==> src/rtl/i2cw_pkg.sv <==
// Shared types and constants for the I2C master write engine.
// No dependencies; used by every other file of the block but i2cw_chan_if.
package i2cw_pkg;

  typedef enum logic [1:0] {
    ACT_TICK  = 2'd0,
    ACT_START = 2'd1,
    ACT_STOP  = 2'd2,
    ACT_WRITE = 2'd3
  } action_e;

  localparam int unsigned StepW = 5;
  localparam int unsigned TickW = 8;
  localparam int unsigned ByteW = 8;

  localparam logic [StepW-1:0] StartPhases    = StepW'(3);
  localparam logic [StepW-1:0] StopPhases     = StepW'(4);
  localparam logic [StepW-1:0] WritePhases    = StepW'(27);
  localparam logic [StepW-1:0] DataPhasesEnd  = StepW'(24);
  localparam logic [StepW-1:0] SdaReleasePh   = StepW'(25);
  localparam logic [StepW-1:0] AckSamplePhase = StepW'(26);
  localparam logic [TickW-1:0] PhaseTicksRst  = TickW'(20);

  typedef struct packed {
    action_e          action;
    logic [ByteW-1:0] byte_value;
    logic             sda_in;
  } in_item_t;

  typedef struct packed {
    logic scl_level;
    logic sda_level;
    logic busy_res;
    logic done_res;
    logic acked;
    logic rejected;
  } out_item_t;

  typedef logic [TickW-1:0] cfg_word_t;

  function automatic logic [StepW-1:0] phase_total(action_e kind);
    logic [StepW-1:0] total;
    case (kind)
      ACT_START: total = StartPhases;
      ACT_STOP:  total = StopPhases;
      default:   total = WritePhases;
    endcase
    return total;
  endfunction

endpackage

==> src/rtl/i2cw_chan_if.sv <==
// Valid/ready channel carrying one word of a given payload type.
// Payload types come from i2cw_pkg at the point of instantiation.
interface i2cw_chan_if #(
  parameter type payload_t = logic
) ();
  logic     valid;
  logic     ready;
  payload_t data;

  modport source (output valid, output data, input ready);
  modport sink   (input valid, input data, output ready);
endinterface

==> src/rtl/i2cw_in_reg.sv <==
// Input register stage: captures one input word ahead of the sequencer.
// Depends on i2cw_pkg and i2cw_chan_if.
module i2cw_in_reg (
  input  logic              clk_i,
  input  logic              rst_ni,
  i2cw_chan_if.sink         in_i,
  input  logic              take_i,
  output logic              valid_o,
  output i2cw_pkg::in_item_t item_o
);

  logic               valid_q;
  i2cw_pkg::in_item_t item_q;

  // a word may enter when the stage is empty or drains this cycle
  assign in_i.ready = !valid_q || take_i;

  always_ff @(posedge clk_i or negedge rst_ni) begin
    if (!rst_ni) begin
      valid_q <= 1'b0;
    end else if (in_i.ready) begin
      valid_q <= in_i.valid;
    end
  end

  always_ff @(posedge clk_i) begin
    if (in_i.ready && in_i.valid) begin
      item_q <= in_i.data;
    end
  end

  assign valid_o = valid_q;
  assign item_o  = item_q;

endmodule

==> src/rtl/i2cw_seq.sv <==
// Bus sequencer: phase state, hold counter, pin drives and the phase_ticks register.
// Depends on i2cw_pkg and i2cw_chan_if (configuration channel).
module i2cw_seq (
  input  logic                clk_i,
  input  logic                rst_ni,
  i2cw_chan_if.sink           cfg_i,
  input  logic                fire_i,
  input  i2cw_pkg::in_item_t  item_i,
  output i2cw_pkg::out_item_t result_o
);

  localparam int unsigned StepW = i2cw_pkg::StepW;
  localparam int unsigned TickW = i2cw_pkg::TickW;
  localparam int unsigned ByteW = i2cw_pkg::ByteW;

  i2cw_pkg::cfg_word_t  phase_ticks_q;
  logic [StepW-1:0]     step_q, step_d;
  i2cw_pkg::action_e    kind_q, kind_d;
  logic [TickW-1:0]     wait_q, wait_d;
  logic [ByteW-1:0]     shift_q, shift_d;
  logic [1:0]           sub_q, sub_d;
  logic                 scl_q, scl_d;
  logic                 sda_q, sda_d;
  logic                 ack_q, ack_d;

  logic [TickW-1:0]     hold;
  logic                 apply_en;
  logic                 done;
  logic                 rejected;
  logic                 acked;

  assign cfg_i.ready = 1'b1;
  assign hold = (phase_ticks_q == '0) ? TickW'(1) : phase_ticks_q;

  always_comb begin
    step_d   = step_q;
    kind_d   = kind_q;
    wait_d   = wait_q;
    shift_d  = shift_q;
    sub_d    = sub_q;
    scl_d    = scl_q;
    sda_d    = sda_q;
    ack_d    = ack_q;
    apply_en = 1'b0;
    done     = 1'b0;
    rejected = 1'b0;
    acked    = 1'b0;

    if (step_q != '0) begin
      rejected = (item_i.action != i2cw_pkg::ACT_TICK);
      if (wait_q > TickW'(1)) begin
        wait_d = wait_q - TickW'(1);
      end else begin
        wait_d = '0;
        if (kind_q == i2cw_pkg::ACT_WRITE && step_q == i2cw_pkg::AckSamplePhase) begin
          ack_d = !item_i.sda_in;
        end
        if (step_q >= i2cw_pkg::phase_total(kind_q)) begin
          done   = 1'b1;
          acked  = (kind_q == i2cw_pkg::ACT_WRITE) && ack_d;
          step_d = '0;
        end else begin
          step_d   = step_q + StepW'(1);
          sub_d    = (sub_q == 2'd2) ? 2'd0 : sub_q + 2'd1;
          apply_en = 1'b1;
          wait_d   = hold;
        end
      end
    end else if (item_i.action != i2cw_pkg::ACT_TICK) begin
      kind_d = item_i.action;
      ack_d  = 1'b0;
      if (item_i.action == i2cw_pkg::ACT_WRITE) begin
        shift_d = item_i.byte_value;
      end
      step_d   = StepW'(1);
      sub_d    = 2'd0;
      apply_en = 1'b1;
      wait_d   = hold;
    end

    // pin change for the phase just entered
    if (apply_en) begin
      case (kind_d)
        i2cw_pkg::ACT_START: begin
          if (step_d == StepW'(1)) begin
            sda_d = 1'b1;
            scl_d = 1'b1;
          end else if (step_d == StepW'(2)) begin
            sda_d = 1'b0;
          end else begin
            scl_d = 1'b0;
          end
        end
        i2cw_pkg::ACT_STOP: begin
          if (step_d == StepW'(1)) begin
            scl_d = 1'b0;
          end else if (step_d == StepW'(2)) begin
            sda_d = 1'b0;
          end else if (step_d == StepW'(3)) begin
            scl_d = 1'b1;
          end else begin
            sda_d = 1'b1;
          end
        end
        default: begin
          if (step_d <= i2cw_pkg::DataPhasesEnd) begin
            // each data bit: drive SDA, raise SCL, lower SCL and shift
            case (sub_d)
              2'd0:    sda_d = shift_d[ByteW-1];
              2'd1:    scl_d = 1'b1;
              default: begin
                scl_d   = 1'b0;
                shift_d = {shift_d[ByteW-2:0], 1'b0};
              end
            endcase
          end else if (step_d == i2cw_pkg::SdaReleasePh) begin
            sda_d = 1'b1;
          end else if (step_d == i2cw_pkg::AckSamplePhase) begin
            scl_d = 1'b1;
          end else begin
            scl_d = 1'b0;
          end
        end
      endcase
    end
  end

  always_ff @(posedge clk_i or negedge rst_ni) begin
    if (!rst_ni) begin
      phase_ticks_q <= i2cw_pkg::PhaseTicksRst;
      step_q        <= '0;
      kind_q        <= i2cw_pkg::ACT_TICK;
      wait_q        <= '0;
      shift_q       <= '0;
      sub_q         <= '0;
      scl_q         <= 1'b1;
      sda_q         <= 1'b1;
      ack_q         <= 1'b0;
    end else begin
      if (cfg_i.valid) begin
        phase_ticks_q <= cfg_i.data;
      end
      if (fire_i) begin
        step_q  <= step_d;
        kind_q  <= kind_d;
        wait_q  <= wait_d;
        shift_q <= shift_d;
        sub_q   <= sub_d;
        scl_q   <= scl_d;
        sda_q   <= sda_d;
        ack_q   <= ack_d;
      end
    end
  end

  assign result_o.scl_level = scl_d;
  assign result_o.sda_level = sda_d;
  assign result_o.busy_res  = (step_d != '0);
  assign result_o.done_res  = done;
  assign result_o.acked     = acked;
  assign result_o.rejected  = rejected;

endmodule

==> src/rtl/i2cw_out_reg.sv <==
// Result register: holds one result word until the sink takes it.
// Depends on i2cw_pkg and i2cw_chan_if.
module i2cw_out_reg (
  input  logic                clk_i,
  input  logic                rst_ni,
  input  logic                load_i,
  input  i2cw_pkg::out_item_t result_i,
  output logic                space_o,
  i2cw_chan_if.source         out_o
);

  logic                valid_q;
  i2cw_pkg::out_item_t result_q;

  assign space_o = !valid_q || out_o.ready;

  always_ff @(posedge clk_i or negedge rst_ni) begin
    if (!rst_ni) begin
      valid_q <= 1'b0;
    end else if (space_o) begin
      valid_q <= load_i;
    end
  end

  always_ff @(posedge clk_i) begin
    if (space_o && load_i) begin
      result_q <= result_i;
    end
  end

  assign out_o.valid = valid_q;
  assign out_o.data  = result_q;

endmodule

==> src/rtl/i2c_master_write_engine_core.sv <==
// Top level of the write-only I2C master engine.
// Depends on i2cw_pkg, i2cw_chan_if, i2cw_in_reg, i2cw_seq and i2cw_out_reg.
//
//   port    dir   word                        handshake
//   in_i    in    action, byte_value, sda_in  valid/ready
//   out_o   out   pin levels and status       valid/ready
//   cfg_i   in    phase_ticks (8 bits)        valid/ready, always ready
//
// One word per clock when the sink keeps up. A word accepted at in_i is
// held in the input register; the sequencer processes it, and its result
// enters the result register once that register has space. The out_o
// handshake trails the in_i one by the input and the result register.
// The sequencer state advances once per word, so the hold counter
// counts words, not clocks. A stalled sink holds the result register and
// backs up through the input register. Reset leaves the pins released,
// the sequencer idle and phase_ticks at 20.
module i2c_master_write_engine_core (
  input  logic       clk_i,
  input  logic       rst_ni,
  i2cw_chan_if.sink   in_i,
  i2cw_chan_if.sink   cfg_i,
  i2cw_chan_if.source out_o
);

  logic                s1_valid;
  i2cw_pkg::in_item_t  s1_item;
  logic                space;
  logic                fire;
  i2cw_pkg::out_item_t result;

  assign fire = s1_valid && space;

  i2cw_in_reg u_in_reg (
    .clk_i   (clk_i),
    .rst_ni  (rst_ni),
    .in_i    (in_i),
    .take_i  (fire),
    .valid_o (s1_valid),
    .item_o  (s1_item)
  );

  i2cw_seq u_seq (
    .clk_i    (clk_i),
    .rst_ni   (rst_ni),
    .cfg_i    (cfg_i),
    .fire_i   (fire),
    .item_i   (s1_item),
    .result_o (result)
  );

  i2cw_out_reg u_out_reg (
    .clk_i    (clk_i),
    .rst_ni   (rst_ni),
    .load_i   (fire),
    .result_i (result),
    .space_o  (space),
    .out_o    (out_o)
  );

endmodule

==> src/flat_wrapper.sv <==
// flat-port wrapper written by rule: the top's interface ports become plain ports
module i2c_master_write_engine_core_flat 
  (clk_i, rst_ni, in_i_valid, in_i_data, in_i_ready, cfg_i_valid, cfg_i_data, cfg_i_ready, out_o_valid, out_o_data, out_o_ready);
  i2cw_chan_if #(.payload_t(i2cw_pkg::in_item_t)) in_i_i ();
  i2cw_chan_if #(.payload_t(i2cw_pkg::cfg_word_t)) cfg_i_i ();
  i2cw_chan_if #(.payload_t(i2cw_pkg::out_item_t)) out_o_i ();
  input  logic clk_i;
  input  logic rst_ni;
  input wire logic [$bits(in_i_i.valid)-1:0] in_i_valid;
  input wire logic [$bits(in_i_i.data)-1:0] in_i_data;
  output wire logic [$bits(in_i_i.ready)-1:0] in_i_ready;
  input wire logic [$bits(cfg_i_i.valid)-1:0] cfg_i_valid;
  input wire logic [$bits(cfg_i_i.data)-1:0] cfg_i_data;
  output wire logic [$bits(cfg_i_i.ready)-1:0] cfg_i_ready;
  output wire logic [$bits(out_o_i.valid)-1:0] out_o_valid;
  output wire logic [$bits(out_o_i.data)-1:0] out_o_data;
  input wire logic [$bits(out_o_i.ready)-1:0] out_o_ready;
  assign in_i_i.valid = in_i_valid;
  assign in_i_i.data = in_i_data;
  assign in_i_ready = in_i_i.ready;
  assign cfg_i_i.valid = cfg_i_valid;
  assign cfg_i_i.data = cfg_i_data;
  assign cfg_i_ready = cfg_i_i.ready;
  assign out_o_valid = out_o_i.valid;
  assign out_o_data = out_o_i.data;
  assign out_o_i.ready = out_o_ready;
  i2c_master_write_engine_core u_core (.clk_i(clk_i), .rst_ni(rst_ni), .in_i(in_i_i), .cfg_i(cfg_i_i), .out_o(out_o_i));
endmodule
==> config.mk <==
export PLATFORM = sky130hd
export DESIGN_NAME = i2c_master_write_engine_core_flat
export DESIGN_NICKNAME = d
export VERILOG_FILES = /design/src/rtl/i2cw_pkg.sv /design/src/rtl/i2cw_chan_if.sv /design/src/rtl/i2cw_in_reg.sv /design/src/rtl/i2cw_seq.sv /design/src/rtl/i2cw_out_reg.sv /design/src/rtl/i2c_master_write_engine_core.sv /design/src/flat_wrapper.sv
export SDC_FILE = /design/constraint.sdc
export NUM_CORES = 1
export LEC_CHECK = 0
export BUFFER_PORTS_ARGS = -buffer_cell sky130_fd_sc_hd__buf_2
export CAP_MARGIN = 20
export CELL_PAD_IN_SITES_DETAIL_PLACEMENT = 1
export CELL_PAD_IN_SITES_GLOBAL_PLACEMENT = 1
export CORE_ASPECT_RATIO = 1.2
export CORE_MARGIN = 5
export CORE_UTILIZATION = 47
export DETAILED_ROUTE_END_ITERATION = 10
export PLACE_DENSITY_LB_ADDON = 0.2
export SLEW_MARGIN = 20
export SYNTH_ARGS = -nofsm -noshare
export SYNTH_HDL_FRONTEND = slang
export SYNTH_SLANG_ARGS = --single-unit
==> constraint.sdc <==
create_clock -name clk_i -period 3.5 [get_ports clk_i]
set_input_delay 0.7 -clock clk_i [delete_from_list [all_inputs] [get_ports clk_i]]
set_output_delay 0.7 -clock clk_i [all_outputs]
set_load 0.05 [all_outputs]
==> run_results.csv <==
group,metric,value,unit
sta,max_freq,310,MHz
setup_path,startpoint_type,"flop",
placed_design,gp_congestion,0.878,
global_routing,grt_overflow,0,
synth,synth.distinct_cells,73,
synth,yosysTopAreaCell,"dfrtp_1",
sta,rsz0062_at_grt,"false",
global_routing,grt_pass1_wl,13800,µm
synth,synth.most_common_cell,"dfrtp_1",
placed_design,dp_hpwl,6190,µm
cells_and_area,nNetsFinal,399,
cells_and_area,finalNonFillerCells,452,
floorplan,core,7150,µm²
cells_and_area,diodes,0,
setup_path,required,3760,ps
synth,yosysTopAreaCellShare,0.251,
global_routing,grt_pass1_vias,2881,
sta,relSlewSlack,0.400,
synth,synth_common_cells,"dfrtp_1 (34), nand2_1 (30), o21ai_0 (27)",
drt,routed_wirelength,8210,µm
synth,synth-async-reset-ratio,0.691,
setup_path,path_class,"reg -> reg",
cells_and_area,design_area,3740,µm²
setup_path,arrival,3480,ps
placed_design,portBuffers,31,
power_and_ir_drop,switching_share,0.436,
drt,wire_per_inst,18.2,µm
power_and_ir_drop,p_switching,1.13,mW
floorplan,io_pins,33,
drt,drc,0,
drt,route.vias.total,2653,
cells_and_area,fin_util,0.524,
sta,fin_skew,8.13,ps
sta,finalHoldViolCount,0,
drt,first_pass_iters,4,
sta,setup-violations-final,0,
power_and_ir_drop,intPower,1.46,mW
power_and_ir_drop,p_leak,1.58,nW
floorplan,chipWidth,87.5,µm
drt,ant_nets,0,
power_and_ir_drop,ir_worst_vdd,0.318,mV
cells_and_area,area.growth.synth_to_final,10.7,%
cts,cts_resized,0,
synth,synth_top_flop_cell,"dfrtp_1",
setup_path,cp-end-kind,"flop",
drt,drt_iter0_markers,82,
status,status,"finished, final reports clean",
cts,clk_pin_slew,110,ps
hold_path,hold_class,"in -> async",
sta,period_needed,3230,ps
cts,cts.sinks,55,
drt,vias_per_cell,5.87,
floorplan,dieHeight,103,µm
power_and_ir_drop,total_power,2.58,mW
synth,syn_inst,327,
cts,clk_latency,320,ps
sta,worstMarginPinSlew,900,ps
synth,ys_seq_area_frac,0.433,
setup_path,crit_fanout,8,
synth,synth_warnings,0,
cts,cts_made_buffers,5,
floorplan,fp-row-count,34,
placed_design,placed_area,3640,µm²
cts,postCtsSetupBuffers,0,
sta,slew_viol_final,0,
global_routing,antenna_found_initial,0,
cts,cts_tree,"done",
power_and_ir_drop,combinationalPowerShare,0.478,
floorplan,die_area,9000,µm²
sta,timing.final.crit_share,0.922,
synth,synth_edf_count,17,
power_and_ir_drop,p_seq_frac,0.374,
synth,synth_nets,365,
global_routing,grt_usage,0.196,
synth,ys_ff_latch,55,
synth,synth.avg_cell_area,10.3,µm²
cts,hold_buffers,0,
sta,setup-tns-final,0,ps
global_routing,grt_max_degree,39,
cts,cts_root_buf,"clkbuf_8",
floorplan,initial_core_util,0.473,
cells_and_area,layout-drive-gt1-share,0.265,
cts,cts_max_level,2,
synth,synth_area,3380,µm²
cts,clockBufferDepth,2,
power_and_ir_drop,p_per_area,690,nW/µm²
run,drv_cap,0,
placed_design,placedCellCount,444,
power_and_ir_drop,clkPwrFrac,0.148,
synth,synthTopCellsByArea,"dfrtp_1 (25%), edfxtp_1 (15%), ha_1 (5.2%)",
==> worst max-delay path, cell delays in order (launching register included) <==
cell and delay, ps:
dfrtp_1 420, inv_1 90, ha_1 180, inv_1 70, ha_1 290, and2_1 160, a211oi_2 350, o21ai_4 180
a21oi_1 330, nand2_1 220, o2111ai_4 420, mux2_4 340, o21ai_2 110
==> stage by stage <==
| stage | hold slack (ps) | setup WS, ps |
|---|---|---|
| 2_1_floorplan | 404 | 495 |
| 3_3_place_gp | 467 | 190 |
| 3_5_place_dp | 486 | 133 |
| 4_1_cts | 515 | 96.7 |
| 5_1_grt | 522 | 69.8 |
| 6_report | 483 | 274 |
==> state kept, by name, indices dropped and copies added, names as in the netlist <==
register and count:
u_core.u_seq.scl_q 1, u_core.u_out_reg.out_o.data 6, u_core.u_seq.kind_q 2, u_core.u_out_reg.out_o.valid 1, u_core.u_seq.wait_q 8, u_core.u_seq.sub_q 2
u_core.u_seq.shift_q 8, u_core.u_seq.sda_q 1, u_core.u_seq.step_q 5, u_core.u_seq.phase_ticks_q 8, u_core.u_seq.ack_q 1, u_core.u_in_reg.valid_o 1
u_core.u_in_reg.item_o 11
==> final cells by class <==
cell class                 instances  area [µm²]
clock buffer                       5        68.8
timing repair buffer              42         238
multi-input combinational        241        1770
sequential                        55        1470
clock inverter                     3        27.5
inverter                          16        60.1
tap                               90         113
fill                             823        3400
==> power groups by stage <==
stage | Sequential (mW) | Combinational, mW | Clock (mW)
2_1_floorplan | 1.01 | 0.885 | 0
3_3_place_gp | 0.966 | 1.20 | 0
3_5_place_dp | 0.977 | 1.23 | 0
4_1_cts | 0.964 | 1.24 | 0.399
5_1_grt | 0.986 | 1.37 | 0.428
6_report | 0.965 | 1.23 | 0.384
==> layer usage <==
| layer | vias to the layer above | global-route usage | part of all wire |
|---|---|---|---|
| met1 | 1302 | 0.239 | 0.44 |
| met3 | 9 | 0.0296 | 0.031 |
| met2 | 61 | 0.353 | 0.52 |
| met5 | - | 0 | 0 |
| li1 | 1281 | - | - |
| met4 | 0 | 0.0626 | 0.014 |
==> kinds of logic (layout without fill, tap and decap cells) <==
kind of cell,after synthesis,after routing,synth area share
other,1,1,0.00111
adders and majority gates,14,14,0.0518
AOI/OAI and AO/OA,108,108,0.235
muxes,20,20,0.0677
buffers and inverters,31,66,0.0447
and+or+nand+nor,96,96,0.161
xor gates and xnor gates,2,2,0.00518
DFF,55,55,0.433
==> worst paths after layout <==
kind	slack, ps	to	cells after the start	from
worst max-delay path	270	u_core.u_seq.shift_q[4]$_DFFE_PN0P_	12	u_core.u_seq.kind_q[0]$_DFFE_PN0P_
max in group asynchronous	2440	u_core.u_seq.shift_q[4]$_DFFE_PN0P_	1	rst_ni
min in group clk_i	510	u_core.u_seq.shift_q[6]$_DFFE_PN0P_	2	u_core.u_seq.shift_q[6]$_DFFE_PN0P_
worst min register to register	510	u_core.u_seq.shift_q[6]$_DFFE_PN0P_	2	u_core.u_seq.shift_q[6]$_DFFE_PN0P_
worst max register to register	270	u_core.u_seq.shift_q[4]$_DFFE_PN0P_	12	u_core.u_seq.kind_q[0]$_DFFE_PN0P_
worst min-delay path	480	u_core.u_seq.step_q[2]$_DFFE_PN0P_	1	rst_ni
==> cell usage in the layout (no fill, tap or decap), types with 7 or more instances in the layout <==
cell type and n:
o22ai_1 7, nand2_1 30, dfrtp_1 34, buf_2 31
mux2_2 11, a21oi_1 19, ha_1 14, o21ai_0 27
buf_4 11, inv_1 16, nor2_1 20, edfxtp_1 17
Power figures use the tool's default switching activity.
